--- config.mk ---
export PLATFORM = sky130hd
export DESIGN_NAME = gcode_word_parser_core_flat
export DESIGN_NICKNAME = d
export VERILOG_FILES = /design/src/sv/gwp_pkg.sv /design/src/sv/gwp_ifs.sv /design/src/sv/gwp_char_decode.sv /design/src/sv/gwp_code_word.sv /design/src/sv/gwp_coord_word.sv /design/src/sv/gcode_word_parser_core.sv /design/src/flat_wrapper.sv
export SDC_FILE = /design/constraint.sdc
export NUM_CORES = 2
export LEC_CHECK = 0
export ABC_AREA = 1
export BUFFER_PORTS_ARGS = -buffer_cell sky130_fd_sc_hd__clkbuf_2
export CORE_ASPECT_RATIO = 0.9
export CORE_UTILIZATION = 45
export CTS_BUF_LIST = sky130_fd_sc_hd__clkbuf_4 sky130_fd_sc_hd__clkbuf_8
export CTS_CLUSTER_DIAMETER = 40
export DETAILED_ROUTE_END_ITERATION = 10
export PLACE_DENSITY = 0.61
export SLEW_MARGIN = 15
export SYNTH_ARGS = -nofsm -noshare
export SYNTH_HDL_FRONTEND = slang
export SYNTH_SLANG_ARGS = --single-unit
--- constraint.sdc ---
create_clock -name clock -period 10.2 [get_ports clock]
set_input_delay 1.02 -clock clock [delete_from_list [all_inputs] [get_ports clock]]
set_output_delay 1.02 -clock clock [all_outputs]
set_load 0.005 [all_outputs]
--- src/sv/gwp_pkg.sv ---
// Shared types, constants and helper functions of the G-code word parser.
`timescale 1ns / 1ps
`default_nettype none

package gwp_pkg;

   // Word and coordinate widths
   localparam int CODE_WIDTH      = 21;
   localparam int CODE_GROW       = CODE_WIDTH + 4;
   localparam int COORD_WIDTH     = 32;
   localparam int COORD_GROW      = COORD_WIDTH + 4;
   localparam int FRACTION_DIGITS = 3;
   localparam int FRAC_CNT_W      = $clog2(FRACTION_DIGITS + 1);
   localparam int NUM_CODES       = 6;
   localparam int NUM_COORDS      = 5;

   // Character codes
   localparam logic [7:0] CHAR_NUL   = 8'h00;
   localparam logic [7:0] CHAR_SPACE = 8'h20;
   localparam logic [7:0] CHAR_MINUS = 8'h2d;
   localparam logic [7:0] CHAR_DOT   = 8'h2e;
   localparam logic [7:0] CHAR_ZERO  = 8'h30;
   localparam logic [7:0] CHAR_NINE  = 8'h39;
   localparam logic [7:0] CASE_BIT   = 8'h20;
   localparam logic [7:0] LOWER_G    = 8'h67;
   localparam logic [7:0] LOWER_M    = 8'h6d;
   localparam logic [7:0] LOWER_P    = 8'h70;
   localparam logic [7:0] LOWER_S    = 8'h73;
   localparam logic [7:0] LOWER_F    = 8'h66;
   localparam logic [7:0] LOWER_T    = 8'h74;
   localparam logic [7:0] LOWER_X    = 8'h78;
   localparam logic [7:0] LOWER_Y    = 8'h79;
   localparam logic [7:0] LOWER_Z    = 8'h7a;
   localparam logic [7:0] LOWER_I    = 8'h69;
   localparam logic [7:0] LOWER_J    = 8'h6a;

   typedef logic signed [CODE_WIDTH-1:0]  code_type;
   typedef logic signed [COORD_WIDTH-1:0] coord_type;

   // Decoded view of one character
   typedef struct packed {
      logic                  is_end;
      logic                  is_space;
      logic                  is_digit;
      logic [3:0]            digit;
      logic                  is_minus;
      logic                  is_dot;
      logic [NUM_CODES-1:0]  code_hit;
      logic [NUM_COORDS-1:0] coord_hit;
   } gwp_char_type;

   // 10^e, elaboration only
   function automatic logic [COORD_GROW-1:0] pow_ten(input int e);
      logic [COORD_GROW-1:0] r;
      r = COORD_GROW'(1);
      for (int k = 0; k < e; k++) begin
         r = COORD_GROW'(r * COORD_GROW'(10));
      end
      return r;
   endfunction

   // Weight of the next fraction digit when cnt digits are already taken
   function automatic logic [COORD_GROW-1:0] frac_weight(input logic [FRAC_CNT_W-1:0] cnt);
      logic [COORD_GROW-1:0] r;
      r = COORD_GROW'(1);
      for (int k = 0; k < FRACTION_DIGITS; k++) begin
         if (k + int'(cnt) < FRACTION_DIGITS - 1) begin
            r = COORD_GROW'(r * COORD_GROW'(10));
         end
      end
      return r;
   endfunction

   localparam logic [COORD_GROW-1:0] COORD_SCALE = pow_ten(FRACTION_DIGITS);
   localparam logic [COORD_GROW-1:0] COORD_CAP   = COORD_GROW'(64'd1 << (COORD_WIDTH - 1));
   localparam logic [COORD_WIDTH-1:0] COORD_POS_MAX =
      COORD_WIDTH'((64'd1 << (COORD_WIDTH - 1)) - 64'd1);
   localparam logic [CODE_GROW-1:0] CODE_MAX =
      CODE_GROW'((64'd1 << (CODE_WIDTH - 1)) - 64'd1);
   localparam code_type CODE_ABSENT_GM    = code_type'(-2);
   localparam code_type CODE_ABSENT_OTHER = code_type'(-1);
   localparam code_type CODE_NO_DIGITS    = code_type'(-1);

endpackage

`default_nettype wire

--- src/sv/gwp_ifs.sv ---
// Valid/ready channel interfaces for character items and parsed line items.
`timescale 1ns / 1ps
`default_nettype none

interface gwp_req_if;
   logic       valid;
   logic       ready;
   logic [7:0] char_code;

   modport source (output valid, output char_code, input ready);
   modport sink   (input valid, input char_code, output ready);
endinterface

interface gwp_rsp_if;
   import gwp_pkg::*;

   logic                  valid;
   logic                  ready;
   code_type              g_code;
   code_type              m_code;
   code_type              p_value;
   code_type              s_value;
   code_type              f_value;
   code_type              t_value;
   coord_type             x_value;
   coord_type             y_value;
   coord_type             z_value;
   coord_type             i_value;
   coord_type             j_value;
   logic [NUM_COORDS-1:0] present_mask;

   modport source (output valid, input ready,
                   output g_code, m_code, p_value, s_value, f_value, t_value,
                   output x_value, y_value, z_value, i_value, j_value, present_mask);
   modport sink   (input valid, output ready,
                   input g_code, m_code, p_value, s_value, f_value, t_value,
                   input x_value, y_value, z_value, i_value, j_value, present_mask);
endinterface

`default_nettype wire

--- src/sv/gwp_char_decode.sv ---
// Character classifier: end, space, digit, sign, point and word letters.
`timescale 1ns / 1ps
`default_nettype none

module gwp_char_decode (
   input  wire logic [7:0]           char_code,
   output gwp_pkg::gwp_char_type     char_info
);
   import gwp_pkg::*;

   logic [7:0] lower;

   always_comb begin
      lower = char_code | CASE_BIT;
      char_info.is_end   = (char_code == CHAR_NUL);
      char_info.is_space = (char_code == CHAR_SPACE);
      char_info.is_digit = (char_code >= CHAR_ZERO) && (char_code <= CHAR_NINE);
      char_info.digit    = 4'(char_code - CHAR_ZERO);
      char_info.is_minus = (char_code == CHAR_MINUS);
      char_info.is_dot   = (char_code == CHAR_DOT);
      // letter codes with the case bit forced are always true letters
      char_info.code_hit[0]  = (lower == LOWER_G);
      char_info.code_hit[1]  = (lower == LOWER_M);
      char_info.code_hit[2]  = (lower == LOWER_P);
      char_info.code_hit[3]  = (lower == LOWER_S);
      char_info.code_hit[4]  = (lower == LOWER_F);
      char_info.code_hit[5]  = (lower == LOWER_T);
      char_info.coord_hit[0] = (lower == LOWER_X);
      char_info.coord_hit[1] = (lower == LOWER_Y);
      char_info.coord_hit[2] = (lower == LOWER_Z);
      char_info.coord_hit[3] = (lower == LOWER_I);
      char_info.coord_hit[4] = (lower == LOWER_J);
   end

endmodule

`default_nettype wire

--- src/sv/gwp_code_word.sv ---
// Integer word accumulator (G, M, P, S, F or T) with saturation.
`timescale 1ns / 1ps
`default_nettype none

module gwp_code_word (
   input  wire logic                 clock,
   input  wire logic                 reset,
   input  wire logic                 step,
   input  wire gwp_pkg::gwp_char_type char_info,
   input  wire logic                 hit,
   input  wire gwp_pkg::code_type    absent_value,
   output gwp_pkg::code_type         code_value
);
   import gwp_pkg::*;

   code_type             acc_ff, acc_in;
   logic                 active_ff, active_in;
   logic                 seen_ff, seen_in;
   logic [CODE_GROW-1:0] acc_wide;
   logic [CODE_GROW-1:0] digit_wide;
   logic [CODE_GROW-1:0] next_wide;

   // Next value: acc*10 + digit (the digit alone for the first digit), clamped to CODE_MAX
   always_comb begin
      acc_wide   = CODE_GROW'(acc_ff[CODE_WIDTH-1:0]);
      digit_wide = CODE_GROW'(char_info.digit);
      if (seen_ff) begin
         next_wide = (acc_wide << 3) + (acc_wide << 1) + digit_wide;
      end else begin
         next_wide = digit_wide;
      end
      if (next_wide > CODE_MAX) begin
         next_wide = CODE_MAX;
      end
   end

   // Word state update for one item
   always_comb begin
      acc_in    = acc_ff;
      active_in = active_ff;
      seen_in   = seen_ff;
      if (step) begin
         if (char_info.is_end) begin
            acc_in    = absent_value;
            active_in = 1'b0;
            seen_in   = 1'b0;
         end else if (char_info.is_space) begin
            active_in = 1'b0;
         end else if (hit) begin
            acc_in    = CODE_NO_DIGITS;
            active_in = 1'b1;
            seen_in   = 1'b0;
         end else if (active_ff && char_info.is_digit) begin
            acc_in  = code_type'(next_wide[CODE_WIDTH-1:0]);
            seen_in = 1'b1;
         end
      end
   end

   always_ff @(posedge clock) begin
      if (reset) begin
         acc_ff    <= absent_value;
         active_ff <= 1'b0;
         seen_ff   <= 1'b0;
      end else begin
         acc_ff    <= acc_in;
         active_ff <= active_in;
         seen_ff   <= seen_in;
      end
   end

   assign code_value = acc_ff;

endmodule

`default_nettype wire

--- src/sv/gwp_coord_word.sv ---
// Signed decimal word accumulator (X, Y, Z, I or J) in fixed point.
`timescale 1ns / 1ps
`default_nettype none

module gwp_coord_word (
   input  wire logic                 clock,
   input  wire logic                 reset,
   input  wire logic                 step,
   input  wire gwp_pkg::gwp_char_type char_info,
   input  wire logic                 hit,
   output gwp_pkg::coord_type        coord_value,
   output logic                      present
);
   import gwp_pkg::*;

   logic [COORD_WIDTH-1:0] acc_ff, acc_in;
   logic                   present_ff, present_in;
   logic                   active_ff, active_in;
   logic                   neg_ff, neg_in;
   logic                   frac_ff, frac_in;
   logic                   seen_ff, seen_in;
   logic [FRAC_CNT_W-1:0]  cnt_ff, cnt_in;
   logic [COORD_GROW-1:0]  acc_wide;
   logic [COORD_GROW-1:0]  digit_wide;
   logic [COORD_GROW-1:0]  next_wide;
   logic                   frac_room;

   // Magnitude after one digit, clamped to 2^31
   always_comb begin
      acc_wide   = COORD_GROW'(acc_ff);
      digit_wide = COORD_GROW'(char_info.digit);
      frac_room  = (int'(cnt_ff) < FRACTION_DIGITS);
      if (!frac_ff) begin
         next_wide = COORD_GROW'((acc_wide << 3) + (acc_wide << 1)
                                 + COORD_GROW'(digit_wide * COORD_SCALE));
      end else if (frac_room) begin
         next_wide = COORD_GROW'(acc_wide + COORD_GROW'(digit_wide * frac_weight(cnt_ff)));
      end else begin
         next_wide = acc_wide;
      end
      if (next_wide > COORD_CAP) begin
         next_wide = COORD_CAP;
      end
   end

   // Word state update for one item
   always_comb begin
      acc_in     = acc_ff;
      present_in = present_ff;
      active_in  = active_ff;
      neg_in     = neg_ff;
      frac_in    = frac_ff;
      seen_in    = seen_ff;
      cnt_in     = cnt_ff;
      if (step) begin
         if (char_info.is_end) begin
            acc_in     = '0;
            present_in = 1'b0;
            active_in  = 1'b0;
            neg_in     = 1'b0;
            frac_in    = 1'b0;
            seen_in    = 1'b0;
            cnt_in     = '0;
         end else if (char_info.is_space) begin
            active_in = 1'b0;
         end else if (hit) begin
            acc_in     = '0;
            present_in = 1'b1;
            active_in  = 1'b1;
            neg_in     = 1'b0;
            frac_in    = 1'b0;
            seen_in    = 1'b0;
            cnt_in     = '0;
         end else if (active_ff) begin
            if (char_info.is_digit) begin
               seen_in = 1'b1;
               acc_in  = next_wide[COORD_WIDTH-1:0];
               if (frac_ff && frac_room) begin
                  cnt_in = cnt_ff + FRAC_CNT_W'(1);
               end
            end else if (char_info.is_minus && !frac_ff) begin
               neg_in = 1'b1;
            end else if (char_info.is_dot) begin
               frac_in = 1'b1;
            end
         end
      end
   end

   always_ff @(posedge clock) begin
      if (reset) begin
         acc_ff     <= '0;
         present_ff <= 1'b0;
         active_ff  <= 1'b0;
         neg_ff     <= 1'b0;
         frac_ff    <= 1'b0;
         seen_ff    <= 1'b0;
         cnt_ff     <= '0;
      end else begin
         acc_ff     <= acc_in;
         present_ff <= present_in;
         active_ff  <= active_in;
         neg_ff     <= neg_in;
         frac_ff    <= frac_in;
         seen_ff    <= seen_in;
         cnt_ff     <= cnt_in;
      end
   end

   // Signed result: absent 0, no digits -1.0, else signed magnitude (positive clamped to COORD_POS_MAX)
   always_comb begin
      if (!present_ff) begin
         coord_value = '0;
      end else if (!seen_ff) begin
         coord_value = coord_type'(COORD_WIDTH'(0) - COORD_SCALE[COORD_WIDTH-1:0]);
      end else if (neg_ff) begin
         coord_value = coord_type'(COORD_WIDTH'(0) - acc_ff);
      end else if (acc_ff > COORD_POS_MAX) begin
         coord_value = coord_type'(COORD_POS_MAX);
      end else begin
         coord_value = coord_type'(acc_ff);
      end
   end

   assign present = present_ff;

endmodule

`default_nettype wire

--- src/sv/gcode_word_parser_core.sv ---
// Top level of the G-code word parser: input register, word units, result register.
// A line's zero byte waits in the input register; its words go to the result register once that slot is free.
// Throughput: one character per cycle; a zero byte waits only while the result
// register still holds an untaken line.
// Reset: synchronous, active high; clears the input and result valid flags and
// returns every word to its absent default.
`timescale 1ns / 1ps
`default_nettype none

module gcode_word_parser_core (
   input  wire logic  clock,
   input  wire logic  reset,
   gwp_req_if.sink    req_ch,
   gwp_rsp_if.source  rsp_ch
);
   import gwp_pkg::*;

   logic                  in_valid_ff, in_valid_in;
   logic [7:0]            in_char_ff, in_char_in;
   logic                  rsp_valid_ff, rsp_valid_in;
   gwp_char_type          char_info;
   logic                  out_free;
   logic                  step;
   logic                  emit;
   code_type              code_value [NUM_CODES];
   coord_type             coord_value [NUM_COORDS];
   logic [NUM_COORDS-1:0] present;

   code_type              g_ff, m_ff, p_ff, s_ff, f_ff, t_ff;
   coord_type             x_ff, y_ff, z_ff, i_ff, j_ff;
   logic [NUM_COORDS-1:0] mask_ff;

   gwp_char_decode u_decode (
      .char_code (in_char_ff),
      .char_info (char_info)
   );

   // Handshake: a held item advances unless it ends a line and the result slot is busy
   always_comb begin
      out_free     = !rsp_valid_ff || rsp_ch.ready;
      step         = in_valid_ff && (!char_info.is_end || out_free);
      emit         = step && char_info.is_end;
      req_ch.ready = !in_valid_ff || step;
      in_valid_in  = in_valid_ff;
      in_char_in   = in_char_ff;
      if (req_ch.valid && req_ch.ready) begin
         in_valid_in = 1'b1;
         in_char_in  = req_ch.char_code;
      end else if (step) begin
         in_valid_in = 1'b0;
      end
      rsp_valid_in = rsp_valid_ff;
      if (emit) begin
         rsp_valid_in = 1'b1;
      end else if (rsp_ch.ready) begin
         rsp_valid_in = 1'b0;
      end
   end

   // Word units
   for (genvar k = 0; k < NUM_CODES; k++) begin : g_code_words
      gwp_code_word u_code (
         .clock        (clock),
         .reset        (reset),
         .step         (step),
         .char_info    (char_info),
         .hit          (char_info.code_hit[k]),
         .absent_value ((k < 2) ? CODE_ABSENT_GM : CODE_ABSENT_OTHER),
         .code_value   (code_value[k])
      );
   end

   for (genvar k = 0; k < NUM_COORDS; k++) begin : g_coord_words
      gwp_coord_word u_coord (
         .clock       (clock),
         .reset       (reset),
         .step        (step),
         .char_info   (char_info),
         .hit         (char_info.coord_hit[k]),
         .coord_value (coord_value[k]),
         .present     (present[k])
      );
   end

   // Control registers
   always_ff @(posedge clock) begin
      if (reset) begin
         in_valid_ff  <= 1'b0;
         rsp_valid_ff <= 1'b0;
      end else begin
         in_valid_ff  <= in_valid_in;
         rsp_valid_ff <= rsp_valid_in;
      end
   end

   // Payload registers
   always_ff @(posedge clock) begin
      in_char_ff <= in_char_in;
      if (emit) begin
         g_ff    <= code_value[0];
         m_ff    <= code_value[1];
         p_ff    <= code_value[2];
         s_ff    <= code_value[3];
         f_ff    <= code_value[4];
         t_ff    <= code_value[5];
         x_ff    <= coord_value[0];
         y_ff    <= coord_value[1];
         z_ff    <= coord_value[2];
         i_ff    <= coord_value[3];
         j_ff    <= coord_value[4];
         mask_ff <= present;
      end
   end

   assign rsp_ch.valid        = rsp_valid_ff;
   assign rsp_ch.g_code       = g_ff;
   assign rsp_ch.m_code       = m_ff;
   assign rsp_ch.p_value      = p_ff;
   assign rsp_ch.s_value      = s_ff;
   assign rsp_ch.f_value      = f_ff;
   assign rsp_ch.t_value      = t_ff;
   assign rsp_ch.x_value      = x_ff;
   assign rsp_ch.y_value      = y_ff;
   assign rsp_ch.z_value      = z_ff;
   assign rsp_ch.i_value      = i_ff;
   assign rsp_ch.j_value      = j_ff;
   assign rsp_ch.present_mask = mask_ff;

endmodule

`default_nettype wire
--- src/flat_wrapper.sv ---
// flat-port wrapper written by rule: the top's interface ports become plain ports
module gcode_word_parser_core_flat import gwp_pkg::*;
  (clock, reset, req_ch_valid, req_ch_char_code, req_ch_ready, rsp_ch_valid, rsp_ch_ready, rsp_ch_g_code, rsp_ch_m_code, rsp_ch_p_value, rsp_ch_s_value, rsp_ch_f_value, rsp_ch_t_value, rsp_ch_x_value, rsp_ch_y_value, rsp_ch_z_value, rsp_ch_i_value, rsp_ch_j_value, rsp_ch_present_mask);
  gwp_req_if req_ch_i ();
  gwp_rsp_if rsp_ch_i ();
  input  wire logic clock;
  input  wire logic reset;
  input wire logic [$bits(req_ch_i.valid)-1:0] req_ch_valid;
  input wire logic [$bits(req_ch_i.char_code)-1:0] req_ch_char_code;
  output wire logic [$bits(req_ch_i.ready)-1:0] req_ch_ready;
  output wire logic [$bits(rsp_ch_i.valid)-1:0] rsp_ch_valid;
  input wire logic [$bits(rsp_ch_i.ready)-1:0] rsp_ch_ready;
  output wire logic [$bits(rsp_ch_i.g_code)-1:0] rsp_ch_g_code;
  output wire logic [$bits(rsp_ch_i.m_code)-1:0] rsp_ch_m_code;
  output wire logic [$bits(rsp_ch_i.p_value)-1:0] rsp_ch_p_value;
  output wire logic [$bits(rsp_ch_i.s_value)-1:0] rsp_ch_s_value;
  output wire logic [$bits(rsp_ch_i.f_value)-1:0] rsp_ch_f_value;
  output wire logic [$bits(rsp_ch_i.t_value)-1:0] rsp_ch_t_value;
  output wire logic [$bits(rsp_ch_i.x_value)-1:0] rsp_ch_x_value;
  output wire logic [$bits(rsp_ch_i.y_value)-1:0] rsp_ch_y_value;
  output wire logic [$bits(rsp_ch_i.z_value)-1:0] rsp_ch_z_value;
  output wire logic [$bits(rsp_ch_i.i_value)-1:0] rsp_ch_i_value;
  output wire logic [$bits(rsp_ch_i.j_value)-1:0] rsp_ch_j_value;
  output wire logic [$bits(rsp_ch_i.present_mask)-1:0] rsp_ch_present_mask;
  assign req_ch_i.valid = req_ch_valid;
  assign req_ch_i.char_code = req_ch_char_code;
  assign req_ch_ready = req_ch_i.ready;
  assign rsp_ch_valid = rsp_ch_i.valid;
  assign rsp_ch_i.ready = rsp_ch_ready;
  assign rsp_ch_g_code = rsp_ch_i.g_code;
  assign rsp_ch_m_code = rsp_ch_i.m_code;
  assign rsp_ch_p_value = rsp_ch_i.p_value;
  assign rsp_ch_s_value = rsp_ch_i.s_value;
  assign rsp_ch_f_value = rsp_ch_i.f_value;
  assign rsp_ch_t_value = rsp_ch_i.t_value;
  assign rsp_ch_x_value = rsp_ch_i.x_value;
  assign rsp_ch_y_value = rsp_ch_i.y_value;
  assign rsp_ch_z_value = rsp_ch_i.z_value;
  assign rsp_ch_i_value = rsp_ch_i.i_value;
  assign rsp_ch_j_value = rsp_ch_i.j_value;
  assign rsp_ch_present_mask = rsp_ch_i.present_mask;
  gcode_word_parser_core u_core (.clock(clock), .reset(reset), .req_ch(req_ch_i), .rsp_ch(rsp_ch_i));
endmodule
# --- Yosys cells after proc, flatten, opt, wreduce, memory -nomap -nowiden ---
# Cells that the tools add are included.
word_totals:
  regBits: 634
  output_inout_bits: 293
  inputBits: 12
op_classes:
  n_reduce_logical: 128
  mul: 16
  n_addsub: 48
  eq_ne: 25
  magnitude_cmp: 38
  n_mux: 319
op_table:
  columns: ["op", "n"]
  rows:
  - ["$mux W36", 50]
  - ["$mux W32", 45]
  - ["$mux W21", 30]
  - ["$mul A36 B3 Y35 const B", 10]
  - ["$add A32 B36 Y36", 5]
  - ["$add A35 B33 Y36", 5]
  - ["$add A36 B14 Y36", 5]
  - ["$gt A36 B32 Y1 const B", 5]
  - ["$mul A4 B36 Y36", 5]
  - ["$gt A32 B31 Y1 const B", 5]
  - ["$sub A1 B32 Y32 const A", 5]
  - ["$mux W1", 153]
  - ["$add A24 B22 Y25", 6]
  - ["$add A25 B4 Y25", 6]
  - ["$gt A25 B20 Y1 const B", 6]
  - ["$mux W25", 6]
  - ["$reduce_bool A3 Y1", 42]
  - ["$eq A7 B6 Y1 const B", 11]
  - ["$mux W2", 30]
  - ["$reduce_and A5 Y1", 10]
  - ["$reduce_and A3 Y1", 11]
  - ["$reduce_and A2 Y1", 16]
  - ["$lt A3 B2 Y1 const B", 10]
  - ["$ne A3 B2 Y1 const B", 10]
  - ["other kinds (18)", 87]

# --- Logic depth before layout (Yosys ltp) ---
depth:
  ltp_word: 23
  depth_mapped: 36
  mapped_depth_nobuf: 34

# --- Hierarchy ---
# Synthesis repeated with hierarchy kept, for this count alone.
unflattened:
  hier_cells: 10905
  hier_area_um2: 73053.8
by_module_without_submodules:
  columns: ["module", "cells_each", "seq_area_each_um2", "instances", "area_per_inst_um2"]
  rows:
  - ["gwp_code_word", 502, 670.6, 6, 3263.1]
  - ["gwp_coord_word (u_core.g_coord_words[0].u_coord ...)", 1481, 780.7, 2, 8807.2]
  - ["gcode_word_parser_core", 320, 9018.6, 1, 9107.5]
  - ["gwp_coord_word (u_core.g_coord_words[1].u_coord)", 1552, 780.7, 1, 8967.4]
  - ["gwp_coord_word (u_core.g_coord_words[2].u_coord)", 1508, 780.7, 1, 8951.1]
  - ["gwp_coord_word (u_core.g_coord_words[4].u_coord)", 1495, 780.7, 1, 8590.7]
  - ["gwp_char_decode", 56, 0.0, 1, 244.0]

# --- Worst setup path after synthesis ---
# No wires, ideal clock.
synth_timing:
  path_kind: "flip-flop to flip-flop"
  from: "register u_core.in_char_ff[2]"
  to: "register u_core.f_ff[0] (netlist: u_core.rsp_ch.f_value[0]) (enable)"
  slack_ps: 1904
  path_stages_with_launch: 11
  arrival_time_ps: 7654
  cell_sequence: "edfxtp_1 clkinv_1 ha_1 inv_1 nor2_2 nand2_2 o21ai_4 buf_4 inv_1 nand2_1 inv_1"
synth_between:
  elab_chain_len: 5
synth_rtl:
  columns: ["element", "line", "text"]
  rows:
  - ["start, declared", "gcode_word_parser_core.sv:19", "logic [7:0] in_char_ff, in_char_in;"]
  - ["start signal, assigned", "gcode_word_parser_core.sv:98", "in_char_ff <= in_char_in;"]
  - ["$logic_not A8 Y1 (*)", "gwp_char_decode.sv:15", "char_info.is_end = (char_code == CHAR_NUL);"]
  - ["$logic_not A1 Y1", "gcode_word_parser_core.sv:41", "step = in_valid_ff && (!char_info.is_end || out_free);"]
  - ["$logic_or A1 B1 Y1", "gcode_word_parser_core.sv:41", null]
  - ["$logic_and A1 B1 Y1", "gcode_word_parser_core.sv:41", null]
  - ["$logic_and A1 B1 Y1 (*)", "gcode_word_parser_core.sv:42", "emit = step && char_info.is_end;"]
  - ["via u_core.emit", "gcode_word_parser_core.sv:24", "logic emit;"]
  - ["end signal, assigned", "gcode_word_parser_core.sv:104", "f_ff <= code_value[4];"]
  - ["end, declared", "gcode_word_parser_core.sv:29", "code_type g_ff, m_ff, p_ff, s_ff, f_ff, t_ff;"]
# Mark *: on every way through the listed nets, which the timed path passes. The rest lies on a longest branch.
# A chain may end at the register's enable or synchronous reset.

# --- Worst setup path in the final report ---
layout_timing:
  from: "register u_core.in_char_ff[0]"
  to: "register u_core.g_coord_words[4].u_coord.acc_ff[11]"
layout_between:
  elab_chain_len: 12
  elab_cells_between_ends: 27
  classes_between: "3 x add/sub; 2 x mul; 3 x order compare; 3 x eq/ne; 8 x mux; 8 x reduce/logical"
layout_rtl:
  columns: ["element", "line", "text"]
  rows:
  - ["$sub A4 B1 Y4", "gwp_char_decode.sv:18", "char_info.digit = 4'(char_code - CHAR_ZERO);"]
  - ["$mul A4 B36 Y36", "gwp_coord_word.sv:37", "next_wide = COORD_GROW'(acc_wide + COORD_GROW'(digit_wide * frac_weight(cnt_ff)));"]
  - ["$add A32 B36 Y36", "gwp_coord_word.sv:37", null]
  - ["$mux W36", "gwp_coord_word.sv:36", "end else if (frac_room) begin"]
  - ["$mux W36", "gwp_coord_word.sv:33", "if (!frac_ff) begin"]
  - ["$gt A36 B32 Y1", "gwp_coord_word.sv:41", "if (next_wide > COORD_CAP) begin"]
  - ["$mux W32", "gwp_coord_word.sv:41", null]
  - ["$mux W32", "gwp_coord_word.sv:75", "if (char_info.is_digit) begin"]
  - ["$mux W32", "gwp_coord_word.sv:74", "end else if (active_ff) begin"]
  - ["$mux W32", "gwp_coord_word.sv:66", "end else if (hit) begin"]
  - ["$mux W32", "gwp_coord_word.sv:64", "end else if (char_info.is_space) begin"]
  - ["$mux W32", "gwp_coord_word.sv:56", "if (char_info.is_end) begin"]
  - ["end signal, assigned", "gwp_coord_word.sv:100", "acc_ff <= acc_in;"]
  - ["end, declared", "gwp_coord_word.sv:16", "logic [COORD_WIDTH-1:0] acc_ff, acc_in;"]
# Several ways; a longest one is shown, not always the timed one. The select of a mux whose other input is x is not followed.

==> reports/qor.csv <==
stage;metric;value;unit
floorplan;core region area;141900;um2
grt;first-pass GRT wire length;348900;um
floorplan;Initial Util;45.37;%
grt;most used routing layer;met2;
critical_path;reg2reg end;u_core.g_coord_words[4].u_coord.acc_ff[11];
route;Post-DRT Antenna Nets;0;
final_layout;layout cells sized above 1;7.444;%
synthesis;Synth area leader;nand2_1;
route;via count;66300;
cts;H-tree levels;4;
timing;setup violators final;0;
timing;fmax;131.7;MHz
cts;Clk pin slew, worst setup/hold paths;60;ps
cts;latest clock arrival within the worst-skew pair;920;ps
grt;met2 usage;45.50;%
critical_path;crit path DAT;8400;ps
floorplan;Die X;400.7;um
power_and_ir_drop;Final Power;7.326;mW
floorplan;Die Ht;360.9;um
synthesis;mapped cell area;64390;um2
min_path;hold-critical path depth;1;
place;dpl ws;2706;ps
grt;vias in the first global route;60610;
timing;Final Hold Vio Count;0;
route;vias per inst;5.533;
critical_path;CP Class;reg2reg;
critical_path;Crit path max-delay family;simple AND/OR/NAND/NOR gates;
place;IO buf count;304;
cts;setup repair bufs after CTS;0;
critical_path;CP endpoint kind;register;
critical_path;startpoint type of the worst setup path;register;
synthesis;top cells by area, synth;nand2_1, edfxtp_1, ha_1, dfxtp_1, inv_1;
synthesis;commonest cells in the netlist;nand2_1, inv_1, a21oi_1, nor2_1, nand3_1;
timing;TNS Setup;0;ps
cts;number of gates resized after cts;0;
critical_path;FF-to-FF setup slack;2610;ps
synthesis;Synthesized Nets;10680;
run;max cap viols;0;
critical_path;Buf+Inv Stages, Crit Path;5;
synthesis;Async SR Flop Fraction;0;%
timing;clk_skew;64.24;ps
synthesis;Mapped Cells;9852;
timing;Final period util;74.42;%
floorplan;std cell rows;131;
timing;worst hold slack;302.3;ps
timing;Slew @ Worst Pin;1134;ps
min_path;HP Start;req_ch_char_code[6];
route;drc violations;0;
cts;Max clock buf depth;3;
power_and_ir_drop;worst vdd ir;134.4;uV
synthesis;most common cell in the netlist;nand2_1;
synthesis;sequential area share after synthesis;24.36;%
floorplan;Ports;305;
place;Detail Placement HPWL;175100;um
place;gpl congestion;0.9694;
min_path;Hold Path Sink;u_core.in_char_ff[6];
route;post-DR wirelength/cell;18.75;um
floorplan;die area;144600;um2
final_layout;Fill cells;14750;
critical_path;critical path peak fanout;30;
critical_path;RR Startpoint;u_core.in_char_ff[0];
synthesis;Synth Flop Type;dfxtp_1;
timing;worst rel slew slack;24.03;%
synthesis;library cells used by synthesis;68;
timing;final worst slack;2610;ps
timing;RSZ-0062 raised after global routing;no;
synthesis;syn_area_per_cell;6.536;um2
grt;gr usage total;30.22;%
synthesis;Synthesis Warnings;0;
critical_path;largest stage delay on the critical path;820;ps
cts;total CTS buffers;135;
timing;crit path time final;7590;ps
grt;met3 Use GR;4.777;%
power_and_ir_drop;pwr dens;104.2;nW/um2
synthesis;#FFs+latches synth;634;
final_layout;Area Overhead vs Synth;9.189;%
synthesis;Post-synth EDFFs;299;
route;WL final;224700;um
cts;CTS Sinks;634;
grt;initial antenna violation count;7;
final_layout;Final #Nets;10830;
cts;clk root buf;clkbuf_8;
synthesis;top-area cell type share of the netlist area;15.70;%
critical_path;Register-to-Register Path Depth;27;
critical_path;Crit-path slowest cell;xor2_2;
critical_path;Worst Path Required;11010;ps
grt;gr ovfl total;0;
route;drt pass-1 iters;6;
power_and_ir_drop;Static Leak;35.18;nW
min_path;Tightest Hold Check Type;in2reg;
grt;largest net degree at the start of global routing;159;
grt;met1 Track Usage GR;44.58;%
cts;hold_buf cts;0;
final_layout;Finished Core Util;49.53;%
run_status;status;complete, no violations;
timing;pins over their slew limit;0;
cts;CTS tree;built;
route;initial drt markers;6282;
## report_power, final
part	switching, mW	leakage, nW	total (mW)	internal [mW]
clock	1.32	1.53	3.12	1.80
combinational	1.07	28.2	1.55	0.478
sequential	0.0112	5.48	2.66	2.65
## worst max path at each step
stage	to	slack (ps)	start	cells after the start
after global routing	u_core.g_coord_words[4].u_coord.acc_ff[11]	2130	u_core.in_char_ff[0]	27
after detailed placement	u_core.g_coord_words[4].u_coord.acc_ff[18]	2710	u_core.in_char_ff[0]	27
after floorplan	u_core.rsp_ch.f_value[0]	1900	u_core.in_char_ff[2]	10
after CTS	u_core.g_coord_words[4].u_coord.acc_ff[11]	2690	u_core.in_char_ff[0]	27
after global placement	u_core.g_coord_words[4].u_coord.acc_ff[2]	2790	u_core.in_char_ff[0]	27
final	u_core.g_coord_words[4].u_coord.acc_ff[11]	2610	u_core.in_char_ff[0]	27
## final cells by class
cell class / instances / area, um2 / area share [%]
clock buffers: 169 / 2195 / 3.121
clock inverters: 76 / 853.3 / 1.214
repair buffers: 358 / 1953 / 2.778
inverters: 1419 / 5334 / 7.586
diodes: 5 / 12.51 / 0.01780
flip-flops and latches: 634 / 15690 / 22.31
well taps: 1862 / 2330 / 3.314
multi-input cells: 7460 / 41950 / 59.66
## cell families after synthesis
family | count (synthesis) | synth area share, %
AND/OR/NAND/NOR | 4732 | 30.98
AO/OA/AOI/OAI | 1842 | 15.51
buffers and inverters | 1758 | 10.61
adder cells (fa/ha/maj) | 814 | 17.55
flip-flops | 634 | 24.36
XOR/XNOR | 72 | 0.9793
## registers in the layout, indices dropped and copies added, names as in the netlist, 32 cells and up
| signal | count |
|---|---|
| u_core.g_code_words.u_code.code_value | 126 |
| u_core.g_coord_words.u_coord.acc_ff | 160 |
| u_core.rsp_ch.i_value | 32 |
| u_core.rsp_ch.j_value | 32 |
| u_core.rsp_ch.x_value | 32 |
| u_core.rsp_ch.y_value | 32 |
| u_core.rsp_ch.z_value | 32 |
## layer usage
layer  wire [um]  part of all wire (%)
met5          23                 0.010
met4        5158                   2.3
met3       16550                   7.4
met2       95300                    42
met1      107700                    48
## per-stage QoR
stage / cell area [um2] / cells
CTS: 70280 / 11980
global placement: 67230 / 11730
finish: 70310 / 11980
global route: 70310 / 11980
detailed placement: 67230 / 11730
floorplan: 64390 / 9852
## cell usage in the layout (no fill, tap or decap), types with 52 or more instances in the layout
master and n:
nor3_1 116, fa_1 149, o21ai_0 565, inv_1 1387, ha_1 665, o211ai_1 63, clkbuf_8 148, nand4_1 181
dfxtp_1 335, nand3_1 689, a21oi_1 923, clkbuf_2 303, nor2_1 839, buf_4 52, nand2_1 2692, edfxtp_1 299
a31oi_1 58
(Power assumes the default switching activity.)
